===== config.mk =====
export PLATFORM = sky130hd
export DESIGN_NAME = bcd_calendar_to_unix_time
export DESIGN_NICKNAME = d
export VERILOG_FILES = /design/src/design/bcdut_pkg.sv /design/src/design/bcd_calendar_to_unix_time.sv /design/src/design/bcdut_decode.sv /design/src/design/bcdut_days.sv /design/src/design/bcdut_scale.sv
export VERILOG_INCLUDE_DIRS = /design/src /design/src/design
export SDC_FILE = /design/constraint.sdc
export NUM_CORES = 1
export LEC_CHECK = 0
export BUFFER_PORTS_ARGS = -buffer_cell sky130_fd_sc_hd__buf_2
export CAP_MARGIN = 20
export CORE_MARGIN = 2
export CORE_UTILIZATION = 58
export CTS_BUF_LIST = sky130_fd_sc_hd__clkbuf_8
export CTS_CLUSTER_SIZE = 20
export DETAILED_ROUTE_END_ITERATION = 10
export PLACE_DENSITY = 0.79
export RECOVER_POWER = 25
export SKIP_LAST_GASP = 1
export SYNTH_ARGS = -nofsm -noshare
export SYNTH_HDL_FRONTEND = slang
export SYNTH_SLANG_ARGS = --single-unit

===== constraint.sdc =====
create_clock -name clk -period 6 [get_ports clk]
set_clock_uncertainty 0.15 [all_clocks]
set_input_delay 0.3 -clock clk [delete_from_list [all_inputs] [get_ports clk]]
set_output_delay 0.3 -clock clk [all_outputs]
set_load 0.05 [all_outputs]

===== src/design/bcd_calendar_to_unix_time_defines.svh =====
// Assertion macros for the BCD calendar to Unix time converter.
// Included by the top level; no other dependencies.
`ifndef BCD_CALENDAR_TO_UNIX_TIME_DEFINES_SVH
`define BCD_CALENDAR_TO_UNIX_TIME_DEFINES_SVH
`ifndef SYNTHESIS
// Same-cycle implication, disabled while reset is asserted.
`define BCDUT_ASSERT_NOW(label, clk, rst_n, ante, cons) \
  label: assert property (@(posedge clk) disable iff (!rst_n) (ante) |-> (cons)) \
    else $error("bcdut assertion failed");
// Next-cycle implication, disabled while reset is asserted.
`define BCDUT_ASSERT_NEXT(label, clk, rst_n, ante, cons) \
  label: assert property (@(posedge clk) disable iff (!rst_n) (ante) |=> (cons)) \
    else $error("bcdut assertion failed");
`else
`define BCDUT_ASSERT_NOW(label, clk, rst_n, ante, cons)
`define BCDUT_ASSERT_NEXT(label, clk, rst_n, ante, cons)
`endif
`endif


===== src/design/bcdut_pkg.sv =====
// Shared constants, stage payload types and the month table of the converter.
// No dependencies; imported by every module of the block.
package bcdut_pkg;

  localparam logic [31:0] SECS_MIN  = 32'h0000_003C;
  localparam logic [31:0] SECS_HOUR = 32'h0000_0E10;
  localparam logic [31:0] SECS_DAY  = 32'h0001_5180;
  localparam logic [31:0] SECS_YEAR = 32'h01E1_3380;

  // Offset from 1970 to 2000, added to the two-digit year.
  localparam logic [7:0] CENTURY_OFFSET = 8'd30;
  // Two-digit year of 2100, the only non-leap multiple of four in range.
  localparam logic [7:0] YEAR_2100      = 8'd100;
  localparam logic [7:0] MONTH_LAST     = 8'd12;
  localparam logic [7:0] MONTH_FEB      = 8'd1;

  typedef struct packed {
    logic [7:0] yy;
    logic [7:0] mon;
    logic [7:0] day;
    logic [5:0] hour;
    logic [6:0] mins;
    logic [6:0] secs;
  } dec_t;

  typedef struct packed {
    logic [7:0] yoff;
    logic [9:0] days;
    logic [5:0] hour;
    logic [6:0] mins;
    logic [6:0] secs;
  } days_t;

  typedef struct packed {
    logic [31:0] yr_sec;
    logic [31:0] day_sec;
    logic [17:0] hms_sec;
  } prod_t;

  // Days of the whole months before month index m; index 12 counts the full year.
  function automatic logic [8:0] days_before_month(input logic [3:0] m);
    logic [8:0] d;
    unique case (m)
      4'd0:    d = 9'd0;
      4'd1:    d = 9'd31;
      4'd2:    d = 9'd59;
      4'd3:    d = 9'd90;
      4'd4:    d = 9'd120;
      4'd5:    d = 9'd151;
      4'd6:    d = 9'd181;
      4'd7:    d = 9'd212;
      4'd8:    d = 9'd243;
      4'd9:    d = 9'd273;
      4'd10:   d = 9'd304;
      4'd11:   d = 9'd334;
      default: d = 9'd365;
    endcase
    return d;
  endfunction

endpackage


===== src/design/bcd_calendar_to_unix_time.sv =====
// BCD calendar to Unix time converter, top level; uses bcdut_pkg, the stage
// modules bcdut_decode, bcdut_days, bcdut_scale and the assertion header.
// Four register stages (decode, day count, multiply, final add) lie between an
// accepted input beat and out_tvalid.
// Throughput: one beat per cycle; a stalled output holds back only the stages behind it.
// Reset (rst_n low, synchronous) empties every stage; payload registers are not reset.
`include "bcd_calendar_to_unix_time_defines.svh"
module bcd_calendar_to_unix_time (
  input  logic        clk,
  input  logic        rst_n,
  // in_tdata fields from bit 0: date_word [23:0], time_word [46:24], zero [47].
  input  logic        in_tvalid,
  output logic        in_tready,
  input  logic [47:0] in_tdata,
  // out_tdata fields from bit 0: epoch_seconds [31:0].
  output logic        out_tvalid,
  input  logic        out_tready,
  output logic [31:0] out_tdata
);
  import bcdut_pkg::*;

  // Handshake between stages: each stage is ready when it is empty or when the
  // stage after it is ready, so a full pipeline moves as a whole while out_tready is high.
  logic  s1_valid, s1_ready;
  dec_t  s1_data;
  logic  s2_valid, s2_ready;
  days_t s2_data;
  logic  s3_valid, s3_ready;
  prod_t s3_data;

  logic        out_valid_r;
  logic [31:0] out_data_r;
  logic [31:0] epoch_nxt;

  bcdut_decode u_decode (
    .clk       (clk),
    .rst_n     (rst_n),
    .up_valid  (in_tvalid),
    .up_ready  (in_tready),
    .date_word (in_tdata[23:0]),
    .time_word (in_tdata[46:24]),
    .dn_valid  (s1_valid),
    .dn_ready  (s1_ready),
    .dn_data   (s1_data)
  );

  bcdut_days u_days (
    .clk      (clk),
    .rst_n    (rst_n),
    .up_valid (s1_valid),
    .up_ready (s1_ready),
    .up_data  (s1_data),
    .dn_valid (s2_valid),
    .dn_ready (s2_ready),
    .dn_data  (s2_data)
  );

  bcdut_scale u_scale (
    .clk      (clk),
    .rst_n    (rst_n),
    .up_valid (s2_valid),
    .up_ready (s2_ready),
    .up_data  (s2_data),
    .dn_valid (s3_valid),
    .dn_ready (s3_ready),
    .dn_data  (s3_data)
  );

  // Final stage: the three partial second counts are summed modulo 2^32 into
  // the output register, which doubles as the slot that parts the two sides.
  assign epoch_nxt = s3_data.yr_sec + s3_data.day_sec + 32'(s3_data.hms_sec);
  assign s3_ready  = !out_valid_r || out_tready;

  always_ff @(posedge clk) begin
    if (!rst_n) begin
      out_valid_r <= 1'b0;
    end else if (s3_ready) begin
      out_valid_r <= s3_valid;
    end
  end

  always_ff @(posedge clk) begin
    if (s3_ready && s3_valid) begin
      out_data_r <= epoch_nxt;
    end
  end

  assign out_tvalid = out_valid_r;
  assign out_tdata  = out_data_r;

  // With the output empty nothing can hold the pipeline back.
  `BCDUT_ASSERT_NOW(a_ready_when_empty, clk, rst_n, !out_tvalid, in_tready)
  // An accepted input beat is in the decode stage on the next cycle.
  `BCDUT_ASSERT_NEXT(a_beat_enters, clk, rst_n, in_tvalid && in_tready, s1_valid)
  // A taken result with nothing behind it leaves the output empty.
  `BCDUT_ASSERT_NEXT(a_drain, clk, rst_n, out_tvalid && out_tready && !s3_valid, !out_tvalid)

endmodule


===== src/design/bcdut_decode.sv =====
// First pipeline stage: BCD digit decoding of the date and time words.
// Depends on bcdut_pkg.
module bcdut_decode (
  input  logic               clk,
  input  logic               rst_n,
  input  logic               up_valid,
  output logic               up_ready,
  input  logic [23:0]        date_word,
  input  logic [22:0]        time_word,
  output logic               dn_valid,
  input  logic               dn_ready,
  output bcdut_pkg::dec_t    dn_data
);
  import bcdut_pkg::*;

  logic valid_r;
  dec_t data_r;
  dec_t data_nxt;

  // Digits are weighted tens * 10 + units with no range check.
  always_comb begin
    data_nxt.yy   = 8'(date_word[23:20]) * 8'd10 + 8'(date_word[19:16]);
    data_nxt.mon  = 8'(date_word[12]) * 8'd10 + 8'(date_word[11:8]) - 8'd1;
    data_nxt.day  = 8'(date_word[5:4]) * 8'd10 + 8'(date_word[3:0]) - 8'd1;
    data_nxt.hour = 6'(time_word[21:20]) * 6'd10 + 6'(time_word[19:16]);
    data_nxt.mins = 7'(time_word[14:12]) * 7'd10 + 7'(time_word[11:8]);
    data_nxt.secs = 7'(time_word[6:4]) * 7'd10 + 7'(time_word[3:0]);
  end

  assign up_ready = !valid_r || dn_ready;
  assign dn_valid = valid_r;
  assign dn_data  = data_r;

  always_ff @(posedge clk) begin
    if (!rst_n) begin
      valid_r <= 1'b0;
    end else if (up_ready) begin
      valid_r <= up_valid;
    end
  end

  always_ff @(posedge clk) begin
    if (up_ready && up_valid) begin
      data_r <= data_nxt;
    end
  end

endmodule


===== src/design/bcdut_days.sv =====
// Second pipeline stage: year offset, leap-day count and day-of-epoch sum.
// Depends on bcdut_pkg.
module bcdut_days (
  input  logic               clk,
  input  logic               rst_n,
  input  logic               up_valid,
  output logic               up_ready,
  input  bcdut_pkg::dec_t    up_data,
  output logic               dn_valid,
  input  logic               dn_ready,
  output bcdut_pkg::days_t   dn_data
);
  import bcdut_pkg::*;

  logic       valid_r;
  days_t      data_r;
  days_t      data_nxt;
  logic [7:0] yoff;
  logic       leap;
  logic [3:0] mon_idx;

  always_comb begin
    yoff    = up_data.yy + CENTURY_OFFSET;
    // Within 2000 to 2165 only 2100 breaks the every-fourth-year rule.
    leap    = (up_data.yy[1:0] == 2'd0) && (up_data.yy != YEAR_2100);
    mon_idx = (up_data.mon > MONTH_LAST) ? MONTH_LAST[3:0] : up_data.mon[3:0];
    data_nxt.yoff = yoff;
    data_nxt.days = 10'(yoff[7:2])
                  + 10'(yoff[1:0] == 2'd3)
                  + 10'(leap && (up_data.mon > MONTH_FEB))
                  + 10'(days_before_month(mon_idx))
                  + 10'(up_data.day);
    data_nxt.hour = up_data.hour;
    data_nxt.mins = up_data.mins;
    data_nxt.secs = up_data.secs;
  end

  assign up_ready = !valid_r || dn_ready;
  assign dn_valid = valid_r;
  assign dn_data  = data_r;

  always_ff @(posedge clk) begin
    if (!rst_n) begin
      valid_r <= 1'b0;
    end else if (up_ready) begin
      valid_r <= up_valid;
    end
  end

  always_ff @(posedge clk) begin
    if (up_ready && up_valid) begin
      data_r <= data_nxt;
    end
  end

endmodule


===== src/design/bcdut_scale.sv =====
// Third pipeline stage: constant multiplications into seconds.
// Depends on bcdut_pkg.
module bcdut_scale (
  input  logic               clk,
  input  logic               rst_n,
  input  logic               up_valid,
  output logic               up_ready,
  input  bcdut_pkg::days_t   up_data,
  output logic               dn_valid,
  input  logic               dn_ready,
  output bcdut_pkg::prod_t   dn_data
);
  import bcdut_pkg::*;

  logic  valid_r;
  prod_t data_r;
  prod_t data_nxt;

  // The year product exceeds 32 bits for late years; the low word is kept.
  always_comb begin
    data_nxt.yr_sec  = 32'(up_data.yoff) * SECS_YEAR;
    data_nxt.day_sec = 32'(up_data.days) * SECS_DAY;
    data_nxt.hms_sec = 18'(32'(up_data.hour) * SECS_HOUR)
                     + 18'(32'(up_data.mins) * SECS_MIN)
                     + 18'(up_data.secs);
  end

  assign up_ready = !valid_r || dn_ready;
  assign dn_valid = valid_r;
  assign dn_data  = data_r;

  always_ff @(posedge clk) begin
    if (!rst_n) begin
      valid_r <= 1'b0;
    end else if (up_ready) begin
      valid_r <= up_valid;
    end
  end

  always_ff @(posedge clk) begin
    if (up_ready && up_valid) begin
      data_r <= data_nxt;
    end
  end

endmodule

# ---- Yosys cells after proc, flatten, opt, wreduce, memory -nomap -nowiden
# Memories as Yosys holds them, arrays and structs flattened.
# Index checks and enable logic that the tools add are counted.
dict set report totals {
  regBits 181
  rom_bits 144
  input_bits 52
  word_cells 67
  n_memories 1
}
# name depth word_bits rd rd_ports_with_merged_regs write_ports line
set memory_table {}
lappend memory_table {{(name not given)} 16 9 1 0 0 bcdut_pkg.sv:43} ;# unique case (m)
dict set report classes {
  addsub 17
  multipliers 10
  order_cmp 2
  n_eq_ne 2
  n_mux 1
  n_reduce_logical 15
}
# op n
set ops {}
lappend ops {{32-bit by 18-bit adder with 32-bit output} 1}
lappend ops {{32-bit by 27-bit adder with 32-bit output} 1}
lappend ops {{8-bit by 18-bit multiplier with 25-bit output (second input constant)} 1}
lappend ops {{10-bit by 10-bit multiplier with 20-bit output (second input constant)} 1}
lappend ops {{18-bit by 13-bit adder with 18-bit output} 1}
lappend ops {{18-bit by 7-bit adder with 18-bit output} 1}
lappend ops {{8-bit by 1-bit subtractor with 8-bit output (second input constant)} 2}
lappend ops {{7-bit by 4-bit adder with 7-bit output} 2}
lappend ops {{6-bit by 8-bit multiplier with 14-bit output (second input constant)} 1}
lappend ops {{3-bit by 3-bit multiplier with 6-bit output (second input constant)} 2}
lappend ops {{7-bit by 4-bit multiplier with 11-bit output (second input constant)} 1}
lappend ops {{10-bit by 1-bit adder with 10-bit output} 1}
lappend ops {{10-bit by 8-bit adder with 10-bit output} 1}
lappend ops {{10-bit by 9-bit adder with 10-bit output} 1}
lappend ops {{2-bit by 3-bit multiplier with 5-bit output (second input constant)} 2}
lappend ops {{8-bit by 4-bit adder with 8-bit output} 1}
lappend ops {{8-bit by 5-bit adder with 8-bit output (second input constant)} 1}
lappend ops {{8-bit by 1-bit > comparator with 1-bit output (second input constant)} 1}
lappend ops {{8-bit by 4-bit > comparator with 1-bit output (second input constant)} 1}
lappend ops {{8-bit by 7-bit != test with 1-bit output (second input constant)} 1}
lappend ops {{6-bit by 1-bit adder with 7-bit output} 1}
lappend ops {{6-bit by 4-bit adder with 7-bit output} 1}
lappend ops {{4-bit by 3-bit multiplier with 7-bit output (second input constant)} 1}
lappend ops {{5-bit by 4-bit adder with 6-bit output} 1}
lappend ops {{8 further kinds} 19}

# ---- Logic depth before layout (Yosys ltp)
# Gate-level depths: netlist (run 1).
dict set report logic_depth {
  ltp_word 6
  depth_mapped 18
  depth_no_buf 18
}

# ---- Modules after synthesis
# A second synthesis (run 1) with hierarchy kept.
dict set report unflattened {
  hier_cells 1480
  hier_area_um2 16079.2
}
# module n_inst cells_each area_each_um2 seq_area_each_um2
set modules_own_cells {}
lappend modules_own_cells {bcdut_scale 1 796 8202.9 1911.8}
lappend modules_own_cells {bcd_calendar_to_unix_time 1 314 3219.3 980.9}
lappend modules_own_cells {bcdut_decode 1 186 2476.1 1311.3}
lappend modules_own_cells {bcdut_days 1 184 2180.8 1161.1}

# ---- Worst setup path before layout (run 1)
# OpenSTA, ideal clock, no wires.
dict set report synth_timing {
  path_type {register to register}
  start {register out_valid_r, in the netlist out_tvalid}
  end {register u_scale.data_r (netlist bit u_scale.dn_data[0]), enable pin}
  arrival_ns 5.311
  required_ns 5.270
  path_slack_ns -0.041
  stages_incl_launch_ff 3
  n_path_buf 0
  period_less_slack_ns 6.041
  cell_sequence {dfxtp_1 -> nor2b_1 -> a21boi_0}
}
dict set report synth_between {
  elab_chain_len 4
}
# element line
set synth_lines {}
lappend synth_lines {{start: declaration} bcd_calendar_to_unix_time.sv:31} ;# logic out_valid_r;
lappend synth_lines {{start signal: assignment} bcd_calendar_to_unix_time.sv:78} ;# out_valid_r <= s3_valid;
lappend synth_lines {{1-bit logical NOT} bcd_calendar_to_unix_time.sv:72} ;# assign s3_ready = !out_valid_r || out_tready;
lappend synth_lines {{1-bit logical OR} bcd_calendar_to_unix_time.sv:72}
lappend synth_lines {{1-bit logical OR} bcdut_scale.sv:28} ;# assign up_ready = !valid_r || dn_ready;
lappend synth_lines {{1-bit logical AND} bcdut_scale.sv:41} ;# if (up_ready && up_valid) begin
lappend synth_lines {{end signal: assignment} bcdut_scale.sv:42} ;# data_r <= data_nxt;
lappend synth_lines {{end: declaration} bcdut_scale.sv:16} ;# prod_t data_r;
# Every way passes these cells.
# A chain may end at the register's enable or synchronous reset.

==> key figures, run 1 <==
STA
  • Final setup vio count: 0
  • Worst slew pin tran: 1050 ps
  • Fmax: 0.198 GHz
  • Fin Hold WS: 115 ps
  • RSZ-0062 raised after global routing: false
  • Final Hold Viols: 0
  • Setup TNS: 0 ps
  • Tmin final: 5050 ps
  • Slew margin rel.: 29.9%
  • Final Cycle Share: 84.2%
  • Final Max Slew Viols: 0

Synthesis
  • Synthesized cell area: 15,100 um2
  • Synth area leaders: edfxtp_1 (35%), ha_1 (22%), fa_1 (11%)
  • Synthesis Warnings: 0
  • Post-synth top area cell: edfxtp_1
  • Synth Instances: 1,351
  • Number of flops mapped to enable cells by yosys: 177
  • Post-synthesis area per instance: 11.2 um2
  • Ys flop type: edfxtp_1
  • FFs w/ async S/R, synth: 0%
  • Synth Register Bits: 181
  • Area share of the largest cell type after synthesis: 35.3%
  • Most frequent cell after synthesis: ha_1
  • Most frequent cells after synthesis: ha_1 (267), inv_1 (236), edfxtp_1 (177), a21oi_1 (98), fa_1 (85)
  • Post-synthesis sequential area ratio: 35.8%
  • Synth Net Count: 1,755
  • Synth cell types: 59

Layout
  • Nets: 1,860
  • Register area: 5400 um2
  • Ant. Diodes: 0
  • Share of cells above drive strength 1: 6.33%
  • Area grow syn2layout: 8.95%
  • Multi-input logic area: 8780 um2
  • Filler cells: 1,907

Floorplanning
  • Num ports: 86
  • Die area: 27,300 um2
  • Die height: 165 um
  • Die width: 165 um
  • # rows: 58
  • Initial Utilization: 59.5%
  • Core region area: 25,300 um2

Clock network
  • Clock Tree Buf Depth: 2
  • Root buf cell: clkbuf_8
  • Worst-Skew Late Latency: 470 ps
  • H-tree Lvls: 4
  • TritonCTS Buffers: 17
  • Clock transition at path regs: 110 ps
  • CTS sink cnt: 181
  • TritonCTS clock tree: done

Placed design
  • Post-DP HPWL: 21,500 um
  • Port-buffer cells: 76
  • Final Wtd Congestion: 0.869

Route
  • Post-route ant nets: 0
  • Via density per instance: 5.43
  • WL per Instance: 14.7 um
  • Vias: 9,768
  • First-pass DRT Iterations: 5
  • Post-route DRC violation count: 0
  • DR iter-0 viols: 612
  • Final WL: 26,400 um

Critical path
  • Worst r2r src: u_days.dn_data[35]
  • Slowest stage delay, CP: 620 ps
  • Slowest stage cell on the critical path: fa_1
  • Maximum fanout along the worst path: 7
  • CP Class: reg2reg
  • Critical-path cell list: fa_1, inv_1, fa_1, inv_1, fa_1, inv_1, fa_1, inv_1, ha_1, a21oi_1, a21oi_1, or2_2, a31oi_1, o21ai_0, xnor2_1
  • WP data required: 6060 ps
  • CP startpoint: u_days.dn_data[35]
  • Crit path DAT: 5110 ps
  • CP endpoint kind: flop
  • Setup crit start kind: flop

Pwr
  • Power Density: 524 nW/um2
  • P_leak: 7.57 nW
  • VDD IR-drop max: 462 uV

GRT
  • GRT Overall Usage: 20.5%
  • Grt ovf: 0
  • Initial antenna violation count: 0
  • Met2 Track Usage GR: 37.0%
  • Largest net degree at the start of global routing: 64
  • Met1 usage: 25.4%
  • First-pass GRT wire length: 44,500 um
  • Met3 usage: 2.55%
  • Busiest grt layer: met2
  • Vias in the first global route: 9,833

Min path
  • Worst Hold Launch: out_tready
  • HP Class: in2reg

Run status
  • Status: complete, no violations

Flow run
  • Max Cap Violations: 0
## cells in the final DEF (no fill, tap or decap), types with 40 or more instances in the layout
cell / netlist / final
nor2_1: 46 / 46
inv_1: 236 / 236
xnor2_1: 83 / 83
buf_2: 0 / 40
a21oi_1: 98 / 98
o21ai_0: 43 / 43
fa_1: 85 / 85
nand2_1: 51 / 51
edfxtp_1: 177 / 177
ha_1: 267 / 267
## sequential cells by signal, indices dropped and copies added (netlist names)
register           flops
out_tdata             32
out_tvalid             1
u_decode.dn_valid      1
u_days.dn_data        38
u_scale.dn_data       63
u_decode.dn_data      44
u_days.dn_valid        1
u_scale.dn_valid       1
## logic make-up (layout without fill, tap and decap cells)
kind of cell | Yosys count | count (layout) | share of synthesized area [%]
DFF | 181 | 181 | 35.8
muxes | 4 | 4 | 0.266
xor gates and xnor gates | 121 | 121 | 7.03
buffers and inverters | 245 | 363 | 6.10
adders and majority gates | 352 | 352 | 33.5
AOI/OAI and AO/OA | 252 | 252 | 10.8
and+or+nand+nor | 196 | 196 | 6.50
## worst max-delay path: cells and delay by family, from the launching register on
family / cells / cell delay [ps]
flip-flops: 1 / 560
adder cells (fa/ha/maj): 5 / 2520
XOR/XNOR: 1 / 160
AND/OR/NAND/NOR: 1 / 310
AO/OA/AOI/OAI: 4 / 850
buffers and inverters: 4 / 260
## through the flow
step           std cells  worst slack [ps]  instance area [um2]  util [%]  total power, mW
3_3_place_gp        1749              1110                15900      62.6             7.54
6_report            1799               950                16400      64.8             8.61
3_5_place_dp        1749               999                15900      62.6             7.69
2_1_floorplan       1351              1410                15100         -             6.52
5_1_grt             1799               705                16400      64.8             9.49
4_1_cts             1799               983                16500      65.0             8.61
## path summary, 6_finish.rpt
path,endpoint,slack (ps),cells past startpoint
setup / recovery,u_scale.dn_data[81],950,15
hold / removal,out_tvalid,110,3
setup reg to reg,u_scale.dn_data[81],950,15
hold reg to reg,u_days.dn_data[10],280,0
## metal layers
metal / vias up / share of wire (%)
met3: 45 / 2.9
met2: 180 / 50
met5: - / 0
met4: 0 / 2.3
li1: 4896 / -
met1: 4647 / 45
## report_power, final
group	switching [mW]	internal [mW]	leakage, nW	total (mW)
Sequential	0.121	1.96	1.69	2.08
Combinational	3.23	2.46	5.68	5.68
Clock	0.522	0.320	0.201	0.843
## timing repair
action / CTS / global route
setup buffers: 0 / 0
endpoints found under the hold margin: 15 / 0
hold buffers: 18 / 0
resized for setup: 0 / 0
## layout make-up
cell class              count  area share, %
clock buffers              17           1.43
inverters                 236           5.40
well taps                 330           2.52
multi-input cells         925           53.5
repair buffers             95           3.19
flip-flops and latches    181           32.9
clock inverters            15           1.12
(Power assumes the default switching activity.)
==> run 2: changes to the inputs <==
Settings changed: ABC_AREA set to 1, CORE_UTILIZATION 58 to 59, PLACE_DENSITY 0.79 to 0.77.
Clock period 6 ns to 4.7 ns, I/O delays scaled along.
==> key figures, run 2 <==
Run status
  • Status: complete, no violations

Pwr
  • P_leak: 8.67 nW (+14%)
  • VDD IR-drop max: 568 uV (+23%)
  • Power Density: 722 nW/um2 (+38%)

Route
  • Final WL: 31,400 um (+19%)
  • First-pass DRT Iterations: 5 (unchanged)
  • DR iter-0 viols: 546 (-11%)
  • Via density per instance: 5.20 (-4.1%)
  • Vias: 11,500 (+17%)
  • Post-route ant nets: 0 (unchanged)
  • Post-route DRC violation count: 0 (unchanged)
  • WL per Instance: 14.2 um (-3.1%)

GRT
  • Vias in the first global route: 11,300 (+15%)
  • GRT Overall Usage: 22.9% (+2.4 points)
  • First-pass GRT wire length: 52,100 um (+17%)
  • Grt ovf: 0 (unchanged)
  • Initial antenna violation count: 0 (unchanged)
  • Largest net degree at the start of global routing: 45 (-30%)

Layout
  • Share of cells above drive strength 1: 7.36% (+1.0 points)
  • Commonest non-fill, non-tap cells in the layout: inv_1 (338), nand2_1 (305), ha_1 (262)
  • Max FFs per register: 63 (unchanged)
  • Nets: 2,252 (+21%)
  • Multi-input logic area: 9430 um2 (+7.5%)
  • Ant. Diodes: 0 (unchanged)
  • Most common cell after layout, fill and taps aside: inv_1
  • Area grow syn2layout: 9.30%
  • Register area: 5400 um2 (unchanged)
  • Final Cell Area: 17,500 um2 (+6.9%)
  • Filler cells: 2,087 (+9.4%)

Critical path
  • Worst r2r src: u_days.dn_data[7]
  • Slowest stage cell on the critical path: fa_1
  • Maximum fanout along the worst path: 4 (-3)
  • Cell mode on critical path: nand2_1
  • Setup crit start kind: flop
  • WP data required: 4800 ps (-1260 ps)
  • FF-to-FF End: u_scale.dn_data[17]
  • Worst reg2reg path depth: 19 (+4)
  • CP endpoint kind: flop
  • CP Class: reg2reg
  • Crit path DAT: 4660 ps (-450 ps)
  • Slowest stage delay, CP: 620 ps (about the same)
  • Setup slack, reg-to-reg: 150 ps (-800 ps)
  • Critical-path cell list: fa_1, fa_1, fa_1, nand3_1, nand3_1, nand4_1, o211ai_1, xor2_1, ha_1, ha_4, nand2_1, nor2_1, nand3_1, nand3_1, nand2_1, nand2_1, nand2_1, nand2_1, nand2_1

Min path
  • Worst Hold Launch: in_tdata[23]
  • Hold path depth: 3 (unchanged)
  • HP Class: in2reg
  • Hold path endpoint: u_decode.dn_data[42]

Floorplanning
  • Die height: 169 um (+2.3%)
  • Initial Utilization: 59.9% (+0.41 points)
  • # rows: 60 (+3.4%)
  • Num ports: 86 (unchanged)
  • Core region area: 26,800 um2 (+5.8%)
  • Die width: 169 um (+2.3%)
  • Die area: 28,500 um2 (+4.6%)

Synthesis
  • Most frequent cells after synthesis: inv_1 (343), nand2_1 (305), ha_1 (267), edfxtp_1 (177), nor2_1 (105)
  • Number of flops mapped to enable cells by yosys: 177 (unchanged)
  • Ys flop type: edfxtp_1
  • Synth Register Bits: 181 (unchanged)
  • FFs w/ async S/R, synth: 0% (unchanged)
  • Post-synthesis area per instance: 9.29 um2 (-17%)
  • Synthesized cell area: 16,100 um2 (+6.6%)
  • Post-synth top area cell: edfxtp_1
  • Synth cell types: 40 (-32%)
  • Area share of the largest cell type after synthesis: 33.1% (-2.2 points)
  • Synth Instances: 1,728 (+28%)
  • Synth area leaders: edfxtp_1 (33%), ha_1 (21%), fa_1 (11%)
  • Synth Net Count: 2,132 (+21%)
  • Post-synthesis sequential area ratio: 33.6% (-2.2 points)
  • Synthesis Warnings: 0 (unchanged)
  • Most frequent cell after synthesis: inv_1

Placed design
  • DP Area: 16,900 um2 (+6.7%)
  • Final Wtd Congestion: 0.912 (+5.0%)
  • Post-DP HPWL: 25,800 um (+20%)
  • Pre-CTS setup slack: 75.1 ps (-924 ps)
  • Port-buffer cells: 76 (unchanged)

Clock network
  • CTS sink cnt: 181 (unchanged)
  • H-tree Lvls: 4 (unchanged)
  • Worst-Skew Late Latency: 480 ps (about the same)
  • Clock transition at path regs: 110 ps (about the same)
  • TritonCTS Buffers: 17 (unchanged)
  • Root buf cell: clkbuf_8
  • TritonCTS clock tree: done
  • Clock Tree Buf Depth: 2 (unchanged)

STA
  • Final Cycle Share: 96.9% (+13 points)
  • Final Hold Viols: 0 (unchanged)
  • Final setup vio count: 0 (unchanged)
  • Worst slew pin tran: 985 ps (-63.8 ps)
  • Final Max Slew Viols: 0 (unchanged)
  • Slew margin rel.: 34.3% (+4.4 points)
  • Fmax: 0.220 GHz (+11%)
  • Tmin final: 4550 ps (-496 ps)
  • PnR worst setup slack: 146 ps (-804 ps)

Flow run
  • Max Cap Violations: 0 (unchanged)
## run 2: final cells by class
cell class,instances,share of cell area (%)
clock inverters,15,1.04
inverters,346,7.42
repair buffers,101,3.27
multi-input cells,1201,53.8
well taps,341,2.43
flip-flops and latches,181,30.8
clock buffers,17,1.33
## run 2: routing by layer
metal / share of wire [%] / up-vias / wire length [um] / track usage (%)
met4: 1.9 / 0 / 597 / 6.45
met1: 45 / 5268 / 14300 / 29.1
met5: 0 / - / 0 / 0
met3: 3.3 / 46 / 1020 / 3.11
li1: - / 5914 / - / -
met2: 49 / 233 / 15500 / 41.0
## run 2: through the flow
| stage | total power, mW | hold WS, ps | setup TNS (ps) | util (%) | cells |
|---|---|---|---|---|---|
| final | 12.7 | 35.9 | 0 | 65.5 | 2202 |
| after global routing | 14.1 | 54.7 | -37.3 | 65.5 | 2202 |
| after CTS | 12.6 | 18.3 | 0 | 65.3 | 2200 |
| after detailed placement | 11.4 | 255 | 0 | 63.1 | 2150 |
| after global placement | 11.2 | 251 | 0 | 63.1 | 2150 |
| after floorplan | 9.40 | 184 | 0 | - | 1728 |
## run 2: how the worst max path moves through the flow
stage / from / to / slack, ps / cells after the start
floorplan: u_days.dn_data[11] / u_scale.dn_data[17] / 550 / 22
global placement: u_days.dn_data[11] / u_scale.dn_data[17] / 230 / 21
detailed placement: u_days.dn_data[11] / u_scale.dn_data[17] / 80 / 21
CTS: u_days.dn_data[11] / u_scale.dn_data[17] / 60 / 21
global route: u_days.dn_data[7] / u_scale.dn_data[17] / -40 / 19
finish: u_days.dn_data[7] / u_scale.dn_data[17] / 150 / 19
## run 2: what timing repair did
| action | CTS | global route |
|---|---|---|
| hold endpoints to repair | 16 | 0 |
| endpoints found under the setup margin | 0 | 6 |
| resized for setup | 0 | 11 |
| setup buffers | 0 | 2 |
| hold buffers | 18 | 0 |
## run 2: kinds of logic after synthesis
logic type / count (synthesis) / share of synthesized area [%]
and+or+nand+nor: 568 / 15.2
adders and majority gates: 352 / 31.4
buffers and inverters: 346 / 8.09
AOI/OAI and AO/OA: 182 / 6.20
DFF: 181 / 33.6
xor gates and xnor gates: 99 / 5.50
## run 2: power by group
| part | leakage [nW] | total [mW] | switching [mW] | internal, mW |
|---|---|---|---|---|
| Combinational | 6.77 | 8.87 | 5.57 | 3.29 |
| Sequential | 1.70 | 2.71 | 0.154 | 2.56 |
| Clock | 0.204 | 1.08 | 0.676 | 0.409 |
| Total | 8.67 | 12.7 | 6.40 | 6.26 |
## run 2: critical path, delay by kind of cell, from the launching register on
kind                     cells  cell delay (ps)
adder cells (fa/ha/maj)      5             2120
AND/OR/NAND/NOR             12             1160
AO/OA/AOI/OAI                1              120
XOR/XNOR                     1              290
flip-flops                   1              460
